$ cat src/hdl/utf8_to_ucs2_stream_decoder_assert.svh
// assertion macros used by the decoder module u2u_dec
`ifndef UTF8_TO_UCS2_STREAM_DECODER_ASSERT_SVH
`define UTF8_TO_UCS2_STREAM_DECODER_ASSERT_SVH

// property holds on every edge out of reset
`define U2U_ASSERT(label, prop, msg) \
  label: assert property (@(posedge clk) disable iff (rst) (prop)) else $error(msg);

// consequent holds on the edge after the antecedent
`define U2U_ASSERT_NEXT(label, ante, cons, msg) \
  label: assert property (@(posedge clk) disable iff (rst) (ante) |=> (cons)) else $error(msg);

`endif

$ cat src/hdl/u2u_pkg.sv
package u2u_pkg;

  typedef enum logic [0:0] {
    CfgRepl = 1'b0,
    CfgBom  = 1'b1
  } cfg_idx_t;

  localparam logic [15:0] ReplReset = 16'hFFFD;
  localparam logic [15:0] BomReset  = 16'hFEFF;

  localparam logic [2:0] LenNone  = 3'd0;
  localparam logic [2:0] LenOne   = 3'd1;
  localparam logic [2:0] LenTwo   = 3'd2;
  localparam logic [2:0] LenThree = 3'd3;
  localparam logic [2:0] LenFour  = 3'd4;

  localparam logic [7:0] BomB0 = 8'hEF;
  localparam logic [7:0] BomB1 = 8'hBB;
  localparam logic [7:0] BomB2 = 8'hBF;

  localparam logic [20:0] MinTwo   = 21'h00080;
  localparam logic [20:0] MinThree = 21'h00800;
  localparam logic [20:0] SurLo    = 21'h0D800;
  localparam logic [20:0] SurHi    = 21'h0DFFF;
  localparam logic [20:0] MinFour  = 21'h10000;
  localparam logic [20:0] MaxFour  = 21'h10FFFF;

  typedef struct packed {
    logic [15:0] code;
    logic        replaced;
    logic        is_bom;
  } res_t;

  function automatic logic [2:0] lead_len(input logic [7:0] b);
    logic [2:0] len;
    priority if (b[7] == 1'b0) len = LenOne;
    else if (b[7:5] == 3'b110) len = LenTwo;
    else if (b[7:4] == 4'b1110) len = LenThree;
    else if (b[7:3] == 5'b11110) len = LenFour;
    else len = LenOne;
    return len;
  endfunction

endpackage

$ cat src/hdl/utf8_to_ucs2_stream_decoder.sv
// a byte that closes a sequence gives its unit after the input register, then the decode
// into the result register
// throughput: one byte per cycle, held back only by a stalled result register
// reset: sequence state cleared, replacement and bom codes back to fffd and feff,
// no result pending
module utf8_to_ucs2_stream_decoder (
  input  logic              clk,
  input  logic              rst,
  input  logic              in_valid,
  output logic              in_ready,
  input  logic [7:0]        byte_in,
  output logic              out_valid,
  input  logic              out_ready,
  output logic [15:0]       code_unit,
  output logic              replaced,
  output logic              is_bom,
  input  logic              cfg_valid,
  output logic              cfg_ready,
  input  u2u_pkg::cfg_idx_t cfg_index,
  input  logic [15:0]       cfg_data
);

  logic          ivalid;
  logic [7:0]    ibyte;
  logic          take;
  logic          has_res;
  logic          free;
  u2u_pkg::res_t res;
  u2u_pkg::res_t res_q;

  assign cfg_ready = 1'b1;

  // a beat moves on unless it makes a result the output cannot take
  assign take = ivalid && (!has_res || free);

  u2u_in u_in (
    .clk      (clk),
    .rst      (rst),
    .in_valid (in_valid),
    .in_ready (in_ready),
    .byte_in  (byte_in),
    .take     (take),
    .valid    (ivalid),
    .data     (ibyte)
  );

  u2u_dec u_dec (
    .clk       (clk),
    .rst       (rst),
    .fire      (take),
    .byte_in   (ibyte),
    .cfg_we    (cfg_valid && cfg_ready),
    .cfg_index (cfg_index),
    .cfg_data  (cfg_data),
    .has_res   (has_res),
    .res       (res)
  );

  u2u_out u_out (
    .clk       (clk),
    .rst       (rst),
    .load      (take && has_res),
    .res_in    (res),
    .free      (free),
    .out_valid (out_valid),
    .out_ready (out_ready),
    .res_out   (res_q)
  );

  assign code_unit = res_q.code;
  assign replaced  = res_q.replaced;
  assign is_bom    = res_q.is_bom;

endmodule

$ cat src/hdl/u2u_in.sv
module u2u_in (
  input  logic       clk,
  input  logic       rst,
  input  logic       in_valid,
  output logic       in_ready,
  input  logic [7:0] byte_in,
  input  logic       take,
  output logic       valid,
  output logic [7:0] data
);

  assign in_ready = !valid || take;

  always_ff @(posedge clk) begin
    if (rst) begin
      valid <= 1'b0;
    end else if (in_valid && in_ready) begin
      valid <= 1'b1;
    end else if (take) begin
      valid <= 1'b0;
    end
  end

  always_ff @(posedge clk) begin
    if (in_valid && in_ready) begin
      data <= byte_in;
    end
  end

endmodule

$ cat src/hdl/u2u_dec.sv
`include "utf8_to_ucs2_stream_decoder_assert.svh"

module u2u_dec (
  input  logic              clk,
  input  logic              rst,
  input  logic              fire,
  input  logic [7:0]        byte_in,
  input  logic              cfg_we,
  input  u2u_pkg::cfg_idx_t cfg_index,
  input  logic [15:0]       cfg_data,
  output logic              has_res,
  output u2u_pkg::res_t     res
);

  logic [15:0] repl_code;
  logic [15:0] bom_code;
  logic [1:0]  bl, bl_next;
  logic [2:0]  sl, sl_next;
  logic [20:0] acc, acc_next;
  logic        bm, bm_next;

  logic [2:0]  len;
  logic [20:0] acc_shift;
  logic [1:0]  bl_dec;
  logic        bm_n;
  logic        bad;
  logic        bom;

  // config registers
  always_ff @(posedge clk) begin
    if (rst) begin
      repl_code <= u2u_pkg::ReplReset;
      bom_code  <= u2u_pkg::BomReset;
    end else if (cfg_we) begin
      unique case (cfg_index)
        u2u_pkg::CfgRepl: repl_code <= cfg_data;
        u2u_pkg::CfgBom:  bom_code  <= cfg_data;
        default:          repl_code <= repl_code;
      endcase
    end
  end

  always_comb begin
    len       = u2u_pkg::lead_len(byte_in);
    acc_shift = {acc[14:0], byte_in[5:0]};
    bl_dec    = bl - 2'd1;

    priority if (sl == u2u_pkg::LenThree && bl == 2'd2) begin
      bm_n = bm && (byte_in == u2u_pkg::BomB1);
    end else if (sl == u2u_pkg::LenThree && bl == 2'd1) begin
      bm_n = bm && (byte_in == u2u_pkg::BomB2);
    end else begin
      bm_n = 1'b0;
    end

    bom = 1'b0;
    bad = 1'b0;
    priority if (sl == u2u_pkg::LenTwo) begin
      bad = acc_shift < u2u_pkg::MinTwo;
    end else if (sl == u2u_pkg::LenThree) begin
      bom = bm_n;
      bad = !bm_n && ((acc_shift < u2u_pkg::MinThree) ||
                      (acc_shift >= u2u_pkg::SurLo && acc_shift <= u2u_pkg::SurHi));
    end else begin
      bad = (acc_shift < u2u_pkg::MinFour) || (acc_shift > u2u_pkg::MaxFour);
    end

    bl_next      = bl;
    sl_next      = sl;
    acc_next     = acc;
    bm_next      = bm;
    has_res      = 1'b0;
    res.code     = 16'h0000;
    res.replaced = 1'b0;
    res.is_bom   = 1'b0;

    if (bl == 2'd0) begin
      if (len == u2u_pkg::LenOne) begin
        // single byte or stray byte passes as itself
        has_res  = 1'b1;
        res.code = {8'h00, byte_in};
      end else begin
        sl_next = len;
        bl_next = len[1:0] - 2'd1;
        bm_next = (byte_in == u2u_pkg::BomB0);
        priority if (len == u2u_pkg::LenTwo) begin
          acc_next = {16'h0000, byte_in[4:0]};
        end else if (len == u2u_pkg::LenThree) begin
          acc_next = {17'h00000, byte_in[3:0]};
        end else begin
          acc_next = {18'h00000, byte_in[2:0]};
        end
      end
    end else begin
      bl_next  = bl_dec;
      acc_next = acc_shift;
      bm_next  = bm_n;
      if (bl_dec == 2'd0) begin
        has_res      = 1'b1;
        res.replaced = bad;
        res.is_bom   = bom;
        res.code     = bom ? bom_code : (bad ? repl_code : acc_shift[15:0]);
        sl_next      = u2u_pkg::LenNone;
        acc_next     = 21'h000000;
        bm_next      = 1'b0;
      end
    end
  end

  always_ff @(posedge clk) begin
    if (rst) begin
      bl  <= 2'd0;
      sl  <= u2u_pkg::LenNone;
      acc <= 21'h000000;
      bm  <= 1'b0;
    end else if (fire) begin
      bl  <= bl_next;
      sl  <= sl_next;
      acc <= acc_next;
      bm  <= bm_next;
    end
  end

  `U2U_ASSERT(a_bom_result, !(has_res && res.is_bom) || (res.code == bom_code && !res.replaced), "bom result carries wrong code or flag")
  `U2U_ASSERT(a_len_pending, (bl == 2'd0) || (sl >= u2u_pkg::LenTwo), "continuation pending without a multi-byte length")
  `U2U_ASSERT_NEXT(a_seq_done, fire && bl == 2'd1, bl == 2'd0 && sl == u2u_pkg::LenNone, "sequence not closed after last beat")

endmodule

$ cat src/hdl/u2u_out.sv
module u2u_out (
  input  logic          clk,
  input  logic          rst,
  input  logic          load,
  input  u2u_pkg::res_t res_in,
  output logic          free,
  output logic          out_valid,
  input  logic          out_ready,
  output u2u_pkg::res_t res_out
);

  assign free = !out_valid || out_ready;

  always_ff @(posedge clk) begin
    if (rst) begin
      out_valid <= 1'b0;
    end else if (load) begin
      out_valid <= 1'b1;
    end else if (out_ready) begin
      out_valid <= 1'b0;
    end
  end

  always_ff @(posedge clk) begin
    if (load) begin
      res_out <= res_in;
    end
  end

endmodule

$ cat config.mk
export PLATFORM = sky130hd
export DESIGN_NAME = utf8_to_ucs2_stream_decoder
export DESIGN_NICKNAME = d
export VERILOG_FILES = /design/src/hdl/u2u_pkg.sv /design/src/hdl/utf8_to_ucs2_stream_decoder.sv /design/src/hdl/u2u_in.sv /design/src/hdl/u2u_dec.sv /design/src/hdl/u2u_out.sv
export VERILOG_INCLUDE_DIRS = /design/src /design/src/hdl
export SDC_FILE = /design/constraint.sdc
export NUM_CORES = 1
export LEC_CHECK = 0
export BUFFER_PORTS_ARGS = -buffer_cell sky130_fd_sc_hd__buf_2
export CORE_UTILIZATION = 41
export DETAILED_ROUTE_END_ITERATION = 8
export GPL_ROUTABILITY_DRIVEN = 1
export PLACE_DENSITY = 0.57
export REMOVE_ABC_BUFFERS = 1
export SYNTH_ARGS = -nofsm -noshare
export SYNTH_HDL_FRONTEND = slang
export SYNTH_SLANG_ARGS = --single-unit
$ cat constraint.sdc
create_clock -name clk -period 3.7 [get_ports clk]
set_input_delay 0.74 -clock clk [delete_from_list [all_inputs] [get_ports clk]]
set_output_delay 0.74 -clock clk [all_outputs]
set_load 0.01 [all_outputs]
Word-level counts from Yosys, hierarchy flattened

Cells that the tools add are included.

Magnitude comparators: 6
Reduce and logical (&&, ||, !) cells: 28
Bitwise gates (word level): 2
Multiplexer cells: 35
Eq/ne operators: 14
Add/sub/neg operators: 2

Operators with widths:

| cell                   | count |
|---|---|
| $mux W16               | 3 |
| $mux W15               | 3 |
| $eq A8 B8 Y1 const B   | 3 |
| $ge A21 B16 Y1 const B | 1 |
| $gt A21 B21 Y1 const B | 1 |
| $le A21 B16 Y1 const B | 1 |
| $lt A21 B12 Y1 const B | 1 |
| $lt A21 B17 Y1 const B | 1 |
| $lt A21 B8 Y1 const B  | 1 |
| $mux W3                | 7 |
| $mux W18               | 1 |
| $mux W1                | 16 |
| $eq A3 B2 Y1 const B   | 4 |
| $logic_and A1 B1 Y1    | 9 |
| $mux W8                | 1 |
| $reduce_and A2 Y1      | 3 |
| $reduce_bool A2 Y1     | 3 |
| $eq A5 B5 Y1 const B   | 1 |
| $logic_or A1 B1 Y1     | 5 |
| $mux W5                | 1 |
| $eq A4 B4 Y1 const B   | 1 |
| $logic_not A1 Y1       | 4 |
| $logic_not A2 Y1       | 2 |
| $mux W2                | 2 |
| 10 further kinds       | 12 |

Output and inout bits: 21
Input bits: 30
Logic and storage cells: 99
Bits in registers: 81

Longest topological paths before layout

Depth in word-level cells: 14
Mapped depth: 10

Cells and area by module

Synthesis repeated with hierarchy kept, for this count alone.

Cell total of the unflattened synthesis: 389
Area total of the unflattened synthesis: 3691.0 um2

By module, submodules not included:

| module                      | times used | cells each | area an instance (um2) |
|---|---|---|---|
| u2u_dec                     | 1          | 349        | 2778.9 |
| u2u_out                     | 1          | 22         | 586.8 |
| u2u_in                      | 1          | 13         | 295.3 |
| utf8_to_ucs2_stream_decoder | 1          | 5          | 30.0 |

Worst setup path after synthesis

No wires, ideal clock.

Path type: reg2reg
Start: reg u_in.data[5]
End: reg u_out.res_out[0] (netlist name) (enable)
Cell stages (with the launch flop): 9
Library setup time: 0.392 ns
Buffers on the path: 0
Slack: 1.027 ns
Arrival time: 2.280 ns
Cell sequence: edfxtp_1 > nand4_1 > o22ai_1 > inv_1 > ha_1 > o211a_1 > nor2_1 > o21ai_0 > nor2_1

Longest elaborated chain between the ends: 12
Elaborated cells between the ends (all ways): 14

Ends and longest elaborated chain:

| element                | RTL line                          | text |
|---|---|---|
| start, declared        | u2u_in.sv:9                       | `output logic [7:0] data` |
| start signal, assigned | u2u_in.sv:26                      | `data <= byte_in;` |
| $eq A5 B5 Y1           | u2u_pkg.sv:39                     | `else if (b[7:3] == 5'b11110) len = LenFour;` |
| $mux W3                | u2u_pkg.sv:39                     |  |
| $mux W3                | u2u_pkg.sv:38                     | `else if (b[7:4] == 4'b1110) len = LenThree;` |
| $mux W3 *              | u2u_pkg.sv:37                     | `else if (b[7:5] == 3'b110) len = LenTwo;` |
| $mux W3 *              | u2u_pkg.sv:36                     | `priority if (b[7] == 1'b0) len = LenOne;` |
| $eq A3 B1 Y1 *         | u2u_dec.sv:78                     | `if (len == u2u_pkg::LenOne) begin` |
| $mux W1 *              | u2u_dec.sv:78                     |  |
| $mux W1 *              | u2u_dec.sv:77                     | `if (bl == 2'd0) begin` |
| $logic_not A1 Y1       | utf8_to_ucs2_stream_decoder.sv:34 | `assign take = ivalid && (!has_res \|\| free);` |
| $logic_or A1 B1 Y1     | utf8_to_ucs2_stream_decoder.sv:34 |  |
| $logic_and A1 B1 Y1    | utf8_to_ucs2_stream_decoder.sv:34 |  |
| $logic_and A1 B1 Y1 *  | utf8_to_ucs2_stream_decoder.sv:62 | `.load (take && has_res),` |
| net u_out.load         | u2u_out.sv:4                      | `input logic load,` |
| end signal, assigned   | u2u_out.sv:26                     | `res_out <= res_in;` |
| end, declared          | u2u_out.sv:9                      | `output u2u_pkg::res_t res_out` |

The timed path passes the listed nets; every way through them passes the cells marked *.
A chain may end at the register's enable or synchronous reset.

Final worst setup path

Start: reg u_in.data[5]
End: out in_ready

Longest elaborated chain between the ends: 12
Elaborated cells between the ends (all ways): 14

Ends and longest elaborated chain:

| element               | RTL line                          | text |
|---|---|---|
| $eq A5 B5 Y1          | u2u_pkg.sv:39                     |  |
| $mux W3               | u2u_pkg.sv:39                     |  |
| $mux W3               | u2u_pkg.sv:38                     |  |
| $mux W3 *             | u2u_pkg.sv:37                     |  |
| $mux W3 *             | u2u_pkg.sv:36                     |  |
| $eq A3 B1 Y1 *        | u2u_dec.sv:78                     |  |
| $mux W1 *             | u2u_dec.sv:78                     |  |
| $mux W1 *             | u2u_dec.sv:77                     |  |
| $logic_not A1 Y1 *    | utf8_to_ucs2_stream_decoder.sv:34 |  |
| $logic_or A1 B1 Y1 *  | utf8_to_ucs2_stream_decoder.sv:34 |  |
| $logic_and A1 B1 Y1 * | utf8_to_ucs2_stream_decoder.sv:34 |  |
| $logic_or A1 B1 Y1 *  | u2u_in.sv:12                      | `assign in_ready = !valid \|\| take;` |
| end, declared         | utf8_to_ucs2_stream_decoder.sv:10 | `output logic in_ready,` |

Every way passes the cells marked *; elsewhere a longest branch is shown, timed or not.

==> run_summary.xml <==
<?xml version="1.0" encoding="UTF-8"?>
<metrics>
  <group name="logic_synthesis">
    <metric name="synth.cell_area" unit="µm²">3530</metric>
    <metric name="synth_ff_type" unit="">sky130_fd_sc_hd__dfxtp_1</metric>
    <metric name="synth.largest_area_cell" unit="">sky130_fd_sc_hd__dfxtp_1</metric>
    <metric name="yosys_warnings" unit="">0</metric>
    <metric name="number_of_synthesized_flops_with_an_enable_pin" unit="">26</metric>
    <metric name="synth_top_cells_by_area" unit="">sky130_fd_sc_hd__dfxtp_1 31%, sky130_fd_sc_hd__edfxtp_1 22%, sky130_fd_sc_hd__a211o_1 7.4%</metric>
    <metric name="post_synthesis_average_cell_area" unit="µm²">10.1</metric>
    <metric name="synth.yosys.seq_area_share" unit="%">53.3</metric>
    <metric name="synth_cells" unit="">350</metric>
    <metric name="synth.top_cell.area_share" unit="%">31.2</metric>
    <metric name="ys_async_sr_fraction" unit="%">0</metric>
    <metric name="ys_ff_latch" unit="">81</metric>
    <metric name="synth_cell_types" unit="">46</metric>
  </group>
  <group name="detailed_routing">
    <metric name="drt-pass1-iter-count" unit="">4</metric>
    <metric name="detail_route.iter0.violations" unit="">162</metric>
    <metric name="route.detailed.vias_per_inst" unit="">5.73</metric>
    <metric name="remaining_drc_errors" unit="">0</metric>
    <metric name="post_drt_wl_per_cell" unit="µm">17.8</metric>
    <metric name="routed_wire_length" unit="mm">8.94</metric>
    <metric name="routed-via-count" unit="">2880</metric>
    <metric name="antenna_violating_nets_post_route" unit="">0</metric>
  </group>
  <group name="sta">
    <metric name="timing.final.max_slew_violations" unit="">0</metric>
    <metric name="clock-skew-final" unit="ns">0.00947</metric>
    <metric name="slew_headroom" unit="%">30.1</metric>
    <metric name="final_period_minus_worst_setup_slack" unit="ns">3.38</metric>
    <metric name="whs" unit="ns">0.460</metric>
    <metric name="setup-violations-final" unit="">0</metric>
    <metric name="setup_total_negative_slack" unit="ns">0</metric>
    <metric name="maxClockFrequency" unit="MHz">296</metric>
    <metric name="worst_slack" unit="ns">0.318</metric>
    <metric name="max_slew.worst_pin.slew" unit="ns">1.05</metric>
    <metric name="grt_setup_unrepaired" unit="">no</metric>
    <metric name="finalHoldViolations" unit="">0</metric>
    <metric name="min_period_over_period" unit="%">91.4</metric>
  </group>
  <group name="floorplanning">
    <metric name="die_h" unit="µm">94.8</metric>
    <metric name="core_area" unit="µm²">8260</metric>
    <metric name="io-pin-count" unit="">51</metric>
    <metric name="die_width" unit="µm">94.8</metric>
    <metric name="placementRows" unit="">33</metric>
    <metric name="start_util" unit="%">42.8</metric>
    <metric name="floorplan.die_area" unit="µm²">8990</metric>
  </group>
  <group name="critical_path">
    <metric name="worstPathArrival" unit="ns">2.64</metric>
    <metric name="critical_path_type" unit="">flop to primary output</metric>
    <metric name="regToRegStartpoint" unit="">u_in.data[5]</metric>
    <metric name="ff2ff_setup_slack" unit="ns">0.62</metric>
    <metric name="worst_setup_path_start_kind" unit="">flop</metric>
    <metric name="worstReg2RegEnd" unit="">u_dec.bl[1]</metric>
    <metric name="endpoint_kind" unit="">primary output</metric>
    <metric name="crit_path_max_fanout" unit="">12</metric>
    <metric name="reg2reg_path_depth" unit="">8</metric>
    <metric name="required" unit="ns">2.96</metric>
  </group>
  <group name="clock_tree">
    <metric name="later_pin_clock_latency_in_the_skew_report" unit="ns">0.36</metric>
    <metric name="cts.sinks" unit="">81</metric>
    <metric name="cts.reportedPaths.clkPinSlew" unit="ns">0.09</metric>
    <metric name="post_cts_hold_buffer_count" unit="">0</metric>
    <metric name="post_cts.resized_instances" unit="">0</metric>
    <metric name="cts_max_path_buffers" unit="">2</metric>
    <metric name="post-cts-setup-buffer-count" unit="">0</metric>
    <metric name="cts-htree-levels" unit="">3</metric>
    <metric name="clock-root-buffer" unit="">sky130_fd_sc_hd__clkbuf_8</metric>
    <metric name="tritoncts.num_buffers" unit="">9</metric>
    <metric name="cts_tree" unit="">done</metric>
  </group>
  <group name="pwr">
    <metric name="power_leakage" unit="nW">1.59</metric>
    <metric name="powerDensity" unit="nW/µm²">449</metric>
    <metric name="vdd.ir_drop.worst" unit="mV">0.259</metric>
    <metric name="total_power" unit="mW">1.83</metric>
  </group>
  <group name="place">
    <metric name="routability_congestion_estimate" unit="">0.837</metric>
    <metric name="port-buffer-count" unit="">49</metric>
    <metric name="place.detailed.hpwl" unit="mm">6.03</metric>
    <metric name="pre_cts_worst_setup_slack" unit="ns">0.711</metric>
  </group>
  <group name="hold_path">
    <metric name="worst_hold_path_type" unit="">flop to flop</metric>
    <metric name="hold_path_startpoint" unit="">u_dec.acc[13]</metric>
    <metric name="min_to" unit="">u_dec.acc[13]</metric>
    <metric name="worstHoldPathCells" unit="">2</metric>
  </group>
  <group name="finish">
    <metric name="nFillCells" unit="">813</metric>
    <metric name="area_added_between_synthesis_and_finish" unit="%">15.4</metric>
    <metric name="final_cell_mix" unit="">55 x sky130_fd_sc_hd__dfxtp_1, 49 x sky130_fd_sc_hd__buf_2, 31 x sky130_fd_sc_hd__nor2_1</metric>
    <metric name="mostFrequentLayoutCell" unit="">sky130_fd_sc_hd__dfxtp_1</metric>
    <metric name="layout.core_utilization" unit="%">49.4</metric>
    <metric name="number_of_diodes" unit="">0</metric>
    <metric name="drive_above_1_share" unit="%">21.1</metric>
    <metric name="finalNetCount" unit="">426</metric>
    <metric name="multi_input_comb_area" unit="µm²">1520</metric>
    <metric name="seq_area" unit="µm²">1880</metric>
  </group>
  <group name="grt">
    <metric name="first_global_vias" unit="">2771</metric>
    <metric name="gr-usage-all-layers" unit="%">21.2</metric>
    <metric name="grt_pass1_wl" unit="mm">14.2</metric>
    <metric name="pin_count_of_the_biggest_net_entering_global_routing" unit="">56</metric>
    <metric name="grt_overflow" unit="">0</metric>
    <metric name="antenna_found_initial" unit="">0</metric>
  </group>
  <group name="run_status">
    <metric name="status" unit="">completed</metric>
  </group>
  <group name="flow_run">
    <metric name="cap_violations" unit="">0</metric>
  </group>
</metrics>
synthesized netlist by cell type (all sizes together), types with 2 or more instances:
master / instances
ha: 3
o21ai: 11
or2: 2
mux2i: 3
edfxtp: 26
dfxtp: 55
o211ai: 2
a31oi: 3
nor3: 11
or4: 2
nor4: 7
clkbuf: 22
and3: 18
o22ai: 2
nor2: 31
nand2: 20
buf: 5
nor2b: 18
inv: 5
a22oi: 4
nand4: 11
nand2b: 7
o2bb2ai: 5
nand3: 4
a211o: 30
a221oi: 9
a21oi: 22
sequential cells by signal (all words and copies together) (netlist names):
name / count
u_out.res_out: 18
u_out.out_valid: 1
u_in.data: 8
u_dec.acc: 15
u_dec.repl_code: 16
u_dec.bm: 1
u_in.valid: 1
u_dec.bom_code: 16
u_dec.sl: 3
u_dec.bl: 2
worst max-delay path, cell delays in order (launching register included):
cell	delay, ns
sky130_fd_sc_hd__edfxtp_1	0.48
sky130_fd_sc_hd__nand4_1	0.22
sky130_fd_sc_hd__o22ai_1	0.33
sky130_fd_sc_hd__inv_1	0.11
sky130_fd_sc_hd__ha_1	0.25
sky130_fd_sc_hd__o211ai_1	0.39
sky130_fd_sc_hd__nand2_1	0.22
sky130_fd_sc_hd__nand3_1	0.15
sky130_fd_sc_hd__buf_2	0.14
stage by stage:
stage,instances,instance area (µm²)
global placement,487,3870
CTS,503,4080
global route,503,4080
finish,503,4080
floorplan,323,3420
detailed placement,487,3870
metal layers:
layer	vias to the layer above	track usage [%]	part of all wire, %
met5	-	0	0
met4	0	7.32	1.6
met3	12	4.35	4.4
met2	87	33.1	45
met1	1381	29.2	48
li1	1400	-	-
logic make-up (layout without fill, tap and decap cells):
family / count (synthesis) / count (layout) / synth area share (%)
adder cells (fa/ha/maj): 3 / 3 / 1.06
AO/OA/AOI/OAI: 93 / 93 / 19.8
other: 1 / 1 / 0.106
AND/OR/NAND/NOR: 137 / 137 / 21.1
multiplexers: 3 / 3 / 0.850
buffers and inverters: 32 / 80 / 3.79
flip-flops: 81 / 81 / 53.3
report_power, final:
part / switching [mW] / leakage (nW) / total (mW) / internal (mW)
combinational: 0.0983 / 0.799 / 0.170 / 0.0721
sequential: 0.0283 / 0.693 / 0.990 / 0.962
clock: 0.340 / 0.0965 / 0.671 / 0.331
worst max path at each step:
stage | from | to | depth (start not counted)
final | u_in.data[5] | in_ready | 8
after floorplan | u_in.data[5] | u_dec.bl[1] | 8
after detailed placement | u_in.data[5] | u_dec.bl[1] | 8
after global routing | u_in.data[5] | in_ready | 8
after global placement | u_in.data[5] | u_dec.bl[1] | 8
after CTS | u_in.data[5] | in_ready | 8
cell type report:
cell class              instances  share of cell area [%]
clock buffers                  10                    3.38
inverters                       5                   0.460
multi-input cells             237                    37.3
flip-flops and latches         81                    46.2
clock inverters                 6                    1.63
well taps                     105                    3.22
repair buffers                 59                    7.86
Power figures use the tool's default switching activity.
